**config.mk**
```make
export PLATFORM = sky130hd
export DESIGN_NAME = tick_delay_queue_unit
export DESIGN_NICKNAME = d
export VERILOG_FILES = /design/src/rtl/tdq_pkg.sv /design/src/rtl/tdq_front.sv /design/src/rtl/tdq_back.sv /design/src/rtl/tick_delay_queue_unit.sv
export SDC_FILE = /design/constraint.sdc
export NUM_CORES = 2
export LEC_CHECK = 0
export BUFFER_PORTS_ARGS = -buffer_cell sky130_fd_sc_hd__buf_2
export CAP_MARGIN = 15
export CORE_MARGIN = 2
export CORE_UTILIZATION = 35
export DETAILED_ROUTE_END_ITERATION = 10
export GPL_ROUTABILITY_DRIVEN = 0
export SYNTH_ARGS = -nofsm -noshare
export SYNTH_HDL_FRONTEND = slang
export SYNTH_SLANG_ARGS = --single-unit
```
**constraint.sdc**
```tcl
create_clock -name i_clk -period 9.9 [get_ports i_clk]
set_clock_uncertainty 0.15 [all_clocks]
set_input_delay 0 -clock i_clk [delete_from_list [all_inputs] [get_ports i_clk]]
set_output_delay 0 -clock i_clk [all_outputs]
set_load 0.02 [all_outputs]
```
**src/rtl/tdq_pkg.sv**
```systemverilog
// Package for the tick delay queue: field widths, function and result codes.
// No dependencies.
package tdq_pkg;
    localparam int ID_W = 8;
    localparam int TIME_W = 32;
    localparam int KIND_W = 3;
    localparam int DEF_QUEUE_DEPTH = 32;

    localparam logic [1:0] FUNC_TICK  = 2'd0;
    localparam logic [1:0] FUNC_TIME  = 2'd1;
    localparam logic [1:0] FUNC_DELAY = 2'd2;
    localparam logic [1:0] FUNC_UNTIL = 2'd3;

    localparam logic [KIND_W-1:0] KIND_TICK_ACK = 3'd0;
    localparam logic [KIND_W-1:0] KIND_TIME     = 3'd1;
    localparam logic [KIND_W-1:0] KIND_WAKEUP   = 3'd2;
    localparam logic [KIND_W-1:0] KIND_FULL     = 3'd3;

    typedef struct packed {
        logic              is_tick;
        logic              is_time;
        logic [ID_W-1:0]   id;
        logic [TIME_W-1:0] wake;
    } t_cmd;
endpackage

```
**src/rtl/tdq_front.sv**
```systemverilog
// Front end: accepts requests and classifies them into commands.
// Depends on tdq_pkg. The absolute wake time is resolved in the back end.
module tdq_front (
    input  logic                 i_clk,
    input  logic                 i_rst_n,
    input  logic                 i_valid,
    output logic                 o_ready,
    input  logic [1:0]           i_func,
    input  logic [tdq_pkg::ID_W-1:0]   i_task_id,
    input  logic [tdq_pkg::TIME_W-1:0] i_amount,
    output logic                 o_cmd_valid,
    input  logic                 i_cmd_ready,
    output tdq_pkg::t_cmd        o_cmd,
    output logic                 o_cmd_rel
);
    import tdq_pkg::*;
    logic r_full;
    t_cmd r_cmd;
    logic r_rel;

    assign o_ready = !r_full || i_cmd_ready;
    assign o_cmd_valid = r_full;
    assign o_cmd = r_cmd;
    assign o_cmd_rel = r_rel;

    always_ff @(posedge i_clk) begin
        if (!i_rst_n) begin
            r_full <= 1'b0;
        end else if (o_ready) begin
            r_full <= i_valid;
        end
        if (i_valid && o_ready) begin
            r_cmd.is_tick <= (i_func == FUNC_TICK);
            r_cmd.is_time <= (i_func == FUNC_TIME);
            r_cmd.id <= i_task_id;
            r_cmd.wake <= i_amount;
            r_rel <= (i_func == FUNC_DELAY);
        end
    end
endmodule

```
**src/rtl/tdq_back.sv**
```systemverilog
// Back end: tick counter, sorted cell chain of waiting tasks, result sequencer.
// Depends on tdq_pkg.
module tdq_back #(
    parameter int QUEUE_DEPTH = tdq_pkg::DEF_QUEUE_DEPTH
) (
    input  logic                 i_clk,
    input  logic                 i_rst_n,
    input  logic                 i_cmd_valid,
    output logic                 o_cmd_ready,
    input  tdq_pkg::t_cmd        i_cmd,
    input  logic                 i_cmd_rel,
    output logic                 o_valid,
    input  logic                 i_ready,
    output logic [tdq_pkg::KIND_W-1:0] o_kind,
    output logic [tdq_pkg::ID_W-1:0]   o_task_id_res,
    output logic [tdq_pkg::TIME_W-1:0] o_value,
    output logic                 o_last
);
    import tdq_pkg::*;
    localparam int CW = $clog2(QUEUE_DEPTH + 1);

    logic [TIME_W-1:0] r_count;
    logic [TIME_W-1:0] r_wake [QUEUE_DEPTH];
    logic [ID_W-1:0]   r_ids  [QUEUE_DEPTH];
    logic [CW-1:0]     r_occ;
    logic              r_drain;
    logic              r_ovalid;
    logic [KIND_W-1:0] r_kind;
    logic [ID_W-1:0]   r_id;
    logic [TIME_W-1:0] r_value;
    logic              r_last;

    logic              out_free, head_due, start, do_pop, do_ins;
    logic [TIME_W:0]   sum;
    logic [TIME_W-1:0] wake, n_count;
    logic              le [QUEUE_DEPTH];
    logic              occ_ok [QUEUE_DEPTH];

    assign out_free = !r_ovalid || i_ready;
    assign head_due = (r_occ != '0) && (r_wake[0] <= r_count);
    assign o_cmd_ready = out_free && !r_drain;
    assign start = i_cmd_valid && o_cmd_ready;
    assign sum = {1'b0, r_count} + {1'b0, i_cmd.wake};
    assign wake = i_cmd_rel ? (sum[TIME_W] ? '1 : sum[TIME_W-1:0]) : i_cmd.wake;
    assign n_count = r_count + 1'b1;
    assign do_pop = r_drain && out_free && head_due;
    assign do_ins = start && !i_cmd.is_tick && !i_cmd.is_time
                    && (r_occ != CW'(QUEUE_DEPTH));

    always_comb begin
        for (int k = 0; k < QUEUE_DEPTH; k++) begin
            occ_ok[k] = CW'(k) < r_occ;
            le[k] = occ_ok[k] && (r_wake[k] <= wake);
        end
    end

    always_ff @(posedge i_clk) begin
        if (do_ins) begin
            for (int k = 0; k < QUEUE_DEPTH; k++) begin
                if (!le[k]) begin
                    if (k == 0 || le[k-1]) begin
                        r_wake[k] <= wake;
                        r_ids[k] <= i_cmd.id;
                    end else begin
                        r_wake[k] <= r_wake[k-1];
                        r_ids[k] <= r_ids[k-1];
                    end
                end
            end
        end else if (do_pop) begin
            for (int k = 0; k < QUEUE_DEPTH - 1; k++) begin
                r_wake[k] <= r_wake[k+1];
                r_ids[k] <= r_ids[k+1];
            end
        end
    end

    logic next_due;
    assign next_due = (r_occ > CW'(1)) && (r_wake[1] <= r_count);

    always_ff @(posedge i_clk) begin
        if (!i_rst_n) begin
            r_count <= '0;
            r_occ <= '0;
            r_drain <= 1'b0;
            r_ovalid <= 1'b0;
        end else begin
            if (out_free) r_ovalid <= 1'b0;
            if (do_ins) r_occ <= r_occ + 1'b1;
            if (r_drain && out_free) begin
                if (head_due) begin
                    r_ovalid <= 1'b1;
                    r_kind <= KIND_WAKEUP;
                    r_id <= r_ids[0];
                    r_value <= r_count;
                    r_last <= !next_due;
                    r_occ <= r_occ - 1'b1;
                    r_drain <= next_due;
                end else begin
                    r_drain <= 1'b0;
                end
            end
            if (start) begin
                r_id <= i_cmd.id;
                r_value <= '0;
                r_last <= 1'b1;
                if (i_cmd.is_tick) begin
                    r_count <= n_count;
                    r_ovalid <= 1'b1;
                    r_kind <= KIND_TICK_ACK;
                    r_last <= !((r_occ != '0) && (r_wake[0] <= n_count));
                    r_drain <= (r_occ != '0) && (r_wake[0] <= n_count);
                end else if (i_cmd.is_time) begin
                    r_ovalid <= 1'b1;
                    r_kind <= KIND_TIME;
                    r_value <= r_count;
                end else if (!do_ins) begin
                    r_ovalid <= 1'b1;
                    r_kind <= KIND_FULL;
                end
            end
        end
    end

    assign o_valid = r_ovalid;
    assign o_kind = r_kind;
    assign o_task_id_res = r_id;
    assign o_value = r_value;
    assign o_last = r_last;

`ifndef NO_ASSERTIONS
    a_occ_range: assert property (@(posedge i_clk) disable iff (!i_rst_n)
        r_occ <= CW'(QUEUE_DEPTH)) else $error("occupancy overflow");
    a_no_start_drain: assert property (@(posedge i_clk) disable iff (!i_rst_n)
        r_drain |-> !start) else $error("command during drain");
    a_pop_nonempty: assert property (@(posedge i_clk) disable iff (!i_rst_n)
        do_pop |-> r_occ != '0) else $error("pop from empty queue");
    a_sorted_head: assert property (@(posedge i_clk) disable iff (!i_rst_n)
        (r_occ > CW'(1)) |-> r_wake[0] <= r_wake[1]) else $error("queue unsorted");
`endif
endmodule

```
**src/rtl/tick_delay_queue_unit.sv**
```systemverilog
// Top level of the tick delay queue: front end and back end.
// Depends on tdq_pkg, tdq_front, tdq_back.
// A request passes a one-entry command stage into the back end. Time and
// full results are held in an output register; a tick gives its ack and
// then one wakeup per cycle, while the output is not stalled, from the head
// of the sorted cell chain, so a tick releasing tasks holds the back end
// until its last wakeup is given. A delay or until request inserts by a
// compare in every cell. Throughput is one item per cycle outside drains and output stalls.
module tick_delay_queue_unit #(
    parameter int QUEUE_DEPTH = tdq_pkg::DEF_QUEUE_DEPTH
) (
    input  logic                 i_clk,
    input  logic                 i_rst_n,
    input  logic                 i_valid,
    output logic                 o_ready,
    input  logic [1:0]           i_func,
    input  logic [tdq_pkg::ID_W-1:0]   i_task_id,
    input  logic [tdq_pkg::TIME_W-1:0] i_amount,
    output logic                 o_valid,
    input  logic                 i_ready,
    output logic [tdq_pkg::KIND_W-1:0] o_kind,
    output logic [tdq_pkg::ID_W-1:0]   o_task_id_res,
    output logic [tdq_pkg::TIME_W-1:0] o_value,
    output logic                 o_last
);
    import tdq_pkg::*;
    logic cmd_valid, cmd_ready, cmd_rel;
    t_cmd cmd;

    tdq_front u_front (
        .i_clk, .i_rst_n, .i_valid, .o_ready, .i_func, .i_task_id, .i_amount,
        .o_cmd_valid(cmd_valid), .i_cmd_ready(cmd_ready), .o_cmd(cmd),
        .o_cmd_rel(cmd_rel)
    );

    tdq_back #(.QUEUE_DEPTH(QUEUE_DEPTH)) u_back (
        .i_clk, .i_rst_n, .i_cmd_valid(cmd_valid), .o_cmd_ready(cmd_ready),
        .i_cmd(cmd), .i_cmd_rel(cmd_rel), .o_valid, .i_ready, .o_kind,
        .o_task_id_res, .o_value, .o_last
    );
endmodule

```
After elaboration in Yosys (flattened, before gate mapping)
Memory sizes are Yosys's and may differ from the RTL's. Cells that the tools add are included.

Flip-flop bits (word level): 128. Bits in writable memories: 1280. Output and inout bits: 46. Logic and storage cells: 684. Memories kept: 2.

$add $sub $neg: 4. Order comparisons: 68. Eq/ne operators: 3. Mux-type cells: 411. Bitwise operators: 124. Reductions and logical operators: 58.

Memory list: u_back.r_wake (words 32, bits a word 32, read ports 32, clocked after Yosys merged registers in 0, write ports 32, line tdq_back.sv:23) `logic [TIME_W-1:0] r_wake [QUEUE_DEPTH];`; u_back.r_ids (words 32, bits a word 8, read ports 32, clocked after Yosys merged registers in 0, write ports 32, line tdq_back.sv:24) `logic [ID_W-1:0] r_ids [QUEUE_DEPTH];`.

Operators by type and width (count): $mux W32 (69); $le A32 B32 Y1 (35); $mux W8 (65); $mux W1 (268); $or A1 B1 Y1 (124); $lt A5 B6 Y1 const A (16); $lt A4 B6 Y1 const A (8); $logic_and A1 B1 Y1 (43); $add A32 B32 Y33 (1); $add A32 B1 Y32 const B (1); $lt A3 B6 Y1 const A (4); $mux W3 (6); $mux W6 (3); $lt A1 B6 Y1 const A (2); $lt A2 B6 Y1 const A (2); $logic_not A1 Y1 (7); $add A6 B1 Y6 const B (1); $gt A6 B1 Y1 const B (1); $ne A6 B6 Y1 const B (1); $reduce_bool A6 Y1 (1); $sub A6 B1 Y6 const B (1); $reduce_bool A2 Y1 (2); $reduce_and A3 Y1 (1); $eq A2 B1 Y1 const B (1); 4 further kinds (5).

Depth between registers and ports, before layout
Depth after elaboration: 11. Depth in mapped cells: 30. Depth with buffers taken out: 25.

By module
From an unflattened synthesis, not the netlist that was laid out.

Cell total of the unflattened synthesis: 9120. Area total of the unflattened synthesis: 95753.1 µm².

By module, submodules not included: tdq_back (times used 1, cells an instance 9069, area an instance 94388.0 µm², sequential area each 40558.9 µm²); tdq_front (times used 1, cells an instance 51, area an instance 1365.1 µm², sequential area each 1311.3 µm²).

Worst setup path after synthesis
OpenSTA, ideal clock, no wires.

Path kind: register -> register. Start: reg u_front.r_cmd, in the netlist u_front.o_cmd[0]. End: mem u_back.r_ids[16][0], in the netlist u_back.r_ids[8][0] (enable). Library setup time: 493 ps. Data arrival time: 8524 ps. Slack: 734 ps. Stages on the path, launching flop included: 26. Path buffers: 3. Period minus slack after synthesis: 9166 ps. Cell sequence: edfxtp_1 > ha_1 > fa_1 > a211oi_1 > o31a_1 > a21oi_1 > o21ai_0 > nand2b_1 > a21o_1 > a21o_1 > or4b_2 > a31oi_1 > clkbuf_1 > inv_1 > ha_1 > nand4_1 > or2_2 > o221ai_1 > nand2_1 > nand2_1 > a31oi_1 > o221ai_1 > a21oi_1 > buf_2 > buf_2 > o21ai_0.

RTL lines: start, declared (line tdq_front.sv:18) `t_cmd r_cmd;`; end, declared (line tdq_back.sv:24).

==> flow_summary.toml <==
[timing]
fin_tns_setup_ns = 0
setup_viol = 0
final.min_clock_period_ns = 8.90
hold_viol = 0
final.setup.worst_slack_ns = 1.00
worst_pin_slew_ns = 1.21
finalMaxSlewViolations = 0
relSlewSlack = 0.196
max_clock_freq_ghz = 0.112
period_share = 0.899
rsz0062_at_grt = "no"

[yosys]
postSynth.asyncResetShare = 0
synth-edff-count = 1367
synthTopCellsByArea = "edfxtp_1, ha_1, mux2i_1, nand2_1, o21ai_0"
ys_seq_area_frac = 0.437
synth_ff_type = "edfxtp_1"
synth_seq_cells = 1408
synth_most_common_cell = "edfxtp_1"
synth_warnings = 0
synth_top_cells_by_count = "edfxtp_1, nand2_1, ha_1"
synth_area_per_cell_um2 = 10.4
syn-num-nets = 10300
synthCells = 9196
yosysUniqueCellTypes = 98
yosysTopAreaCell = "edfxtp_1"
synth_top_area_share = 0.428
syn-cell-area_um2 = 95900

[critical_path]
critPathLaunch = "u_back.r_count[1]$_SDFFE_PN0P_"
crit_family = "compound AO/OA/AOI/OAI gates"
critPathRequiredTime_ns = 10.30
path_buf_inv = 4
cp_max_fo = 27
criticalPathCategory = "reg2reg"
reg2reg_slack_ns = 1.00
critPathArrivalTime_ns = 9.30
end_kind = "flop"
max_stage_delay_ns = 0.82
regToRegStartpoint = "u_back.r_count[1]$_SDFFE_PN0P_"
critical_path.most_common_cell = "o21ai_0"
critPathSlowestCell = "a2111oi_0"
cp-start-kind = "flop"

[cts]
ctsRootBufferMaster = "clkbuf_16"
ctsLongestPathBuffers = 3
clk_pin_slew_ns = 0.07
post_cts_resized = 0
clkLatencyLatePin_ns = 0.87
cts_tree = "yes"
ctsHtreeMaxLevel = 4
cts_sinks = 1408
cts_buffers = 158
post_cts_buffers = 0

[global_routing]
grt_pass1_vias = 76900
overflow = 0
grt_use_total = 0.248
grt_pass1_wl_mm = 521
grt_max_degree = 223
antenna_found_initial = 7

[floorplan]
die_w_um = 527
core.rowCount = 192
ioPinCount = 92
die-area_um2 = 278000
coreArea_um2 = 273000
die_y_um = 527
initial_core_util = 0.351

[cells_and_area]
drive_gt1_frac = 0.0748
syn2layout_area_growth_pct = 11.6
regArea_um2 = 41900
multi_input_area_um2 = 51300
stdcell_count = 12900
fin_nets = 10300
fillerInstances = 26100

[routing]
firstDrtPassIters = 7
vias = 78900
wl_per_cell_um = 27.5
ant_nets = 0
vias_per_cell = 6.12
wirelength_mm = 355
drc = 0
drt-initial-drc-count = 9393

[power_and_ir_drop]
switchingPower_mw = 4.44
clkPwrFrac = 0.396
combPwrFrac = 0.160
internal-power_mw = 11.2
p_sw_frac = 0.283
leakagePower_nw = 43.5
vdd.ir_drop.worst_v = 0.000206
powerDensity_nw_per_um2 = 146
total_power_mw = 15.7
p_seq_frac = 0.444

[outcome]
status = "finished clean"

[worst_hold_path]
hold_class = "in2reg"
hp-start = "i_amount[11]"

[placed_design]
hpwl_mm = 257
post-place-ws_ns = 1.26
io_buffers = 91
dp.cells = 12500

[flow_run]
cap_violations = 0
## cells in the final DEF, fill, tap and decap left out, types with 25 or more instances in the layout
master / instances
clkinv_1: 25
a222oi_1: 40
dlygate4sd3_1: 92
edfxtp_1: 1367
nor2_1: 266
or3_1: 30
o21ai_1: 137
clkbuf_1: 30
buf_2: 92
o211ai_1: 48
inv_1: 160
mux2i_1: 915
nand3_1: 101
nor4_1: 25
xnor2_1: 101
nand2_1: 1301
ha_1: 1106
nor3_1: 168
clkbuf_16: 163
buf_4: 187
and3_1: 26
inv_2: 29
o21a_1: 36
nand2b_1: 57
a221o_1: 180
o22ai_1: 28
dfxtp_1: 41
a21o_1: 384
and2_1: 64
o21ai_0: 957
nor2b_1: 113
a21oi_1: 345
mux2_1: 40
clkinv_2: 33
nand4_1: 188
## kinds of logic (layout without fill, tap and decap cells)
kind of cell / after synthesis / after routing / share of synthesized area
multiplexers: 955 / 955 / 0.100
adder cells (fa/ha/maj): 1123 / 1123 / 0.146
XOR/XNOR: 116 / 116 / 0.0106
AO/OA/AOI/OAI: 2381 / 2381 / 0.155
buffers and inverters: 761 / 873 / 0.0342
flip-flops: 1408 / 1408 / 0.437
AND/OR/NAND/NOR: 2452 / 2452 / 0.117
other: 0 / 1 / 0
## stage by stage
step,util,hold WS (ns),instance area (um2)
CTS,0.391,0.197,107000
finish,0.392,0.247,107000
detailed placement,0.368,0.0281,101000
global route,0.392,0.228,107000
global placement,0.368,0.0288,101000
floorplan,-,-0.0511,95900
## worst min-delay path: cells and delay by family
kind | cells | cell delay [ns]
buf+inv | 3 | 1.15
## cell type report
cell class,count,area share
Multi-Input combinational cell,7027,0.480
Sequential cell,1408,0.392
Tap cell,3589,0.0420
Clock buffer,198,0.0398
Timing Repair Buffer,396,0.0308
Clock inverter,89,0.00914
Inverter,190,0.00669
Antenna cell,1,0.0000234
## path summary, 6_finish.rpt
| path | to | cells past startpoint |
|---|---|---|
| max | u_back.r_ids[2][8]$_DFFE_PP_ | 27 |
| min reg2reg | u_back.r_ids[15][4]$_DFFE_PP_ | 2 |
| min | u_front.o_cmd[11]$_DFFE_PP_ | 3 |
| max reg2reg | u_back.r_ids[2][8]$_DFFE_PP_ | 27 |
## registers in the layout, summed over array words and instances, names as in the netlist
signal,count
u_back.o_kind,3
u_back.o_last,1
u_back.o_task_id_res,8
u_back.o_valid,1
u_back.o_value,32
u_back.r_count,32
u_back.r_drain,1
u_back.r_ids,256
u_back.r_occ,6
u_back.r_wake,1024
u_front.o_cmd,42
u_front.o_cmd_rel,1
u_front.o_cmd_valid,1
## routing by layer
layer | GRT usage | part of all wire | vias up
met4 | 0.130 | 0.058 | 8
met5 | 0 | 0.00014 | -
met3 | 0.0429 | 0.089 | 842
met1 | 0.328 | 0.41 | 39200
met2 | 0.386 | 0.45 | 4065
li1 | - | - | 34800
## power by group through the flow
stage	Sequential, mW	Combinational [mW]	Clock [mW]
floorplan	6.99	1.49	0
global placement	7.08	2.32	0
detailed placement	7.08	2.40	0
CTS	6.95	2.44	6.23
global route	6.97	2.70	6.44
finish	6.96	2.50	6.20
## repair_timing
item,4_1_cts,5_1_grt
endpoints found under the hold margin,131,0
hold buffers,92,0
setup endpoints to repair,0,0
(Power assumes the default switching activity.)
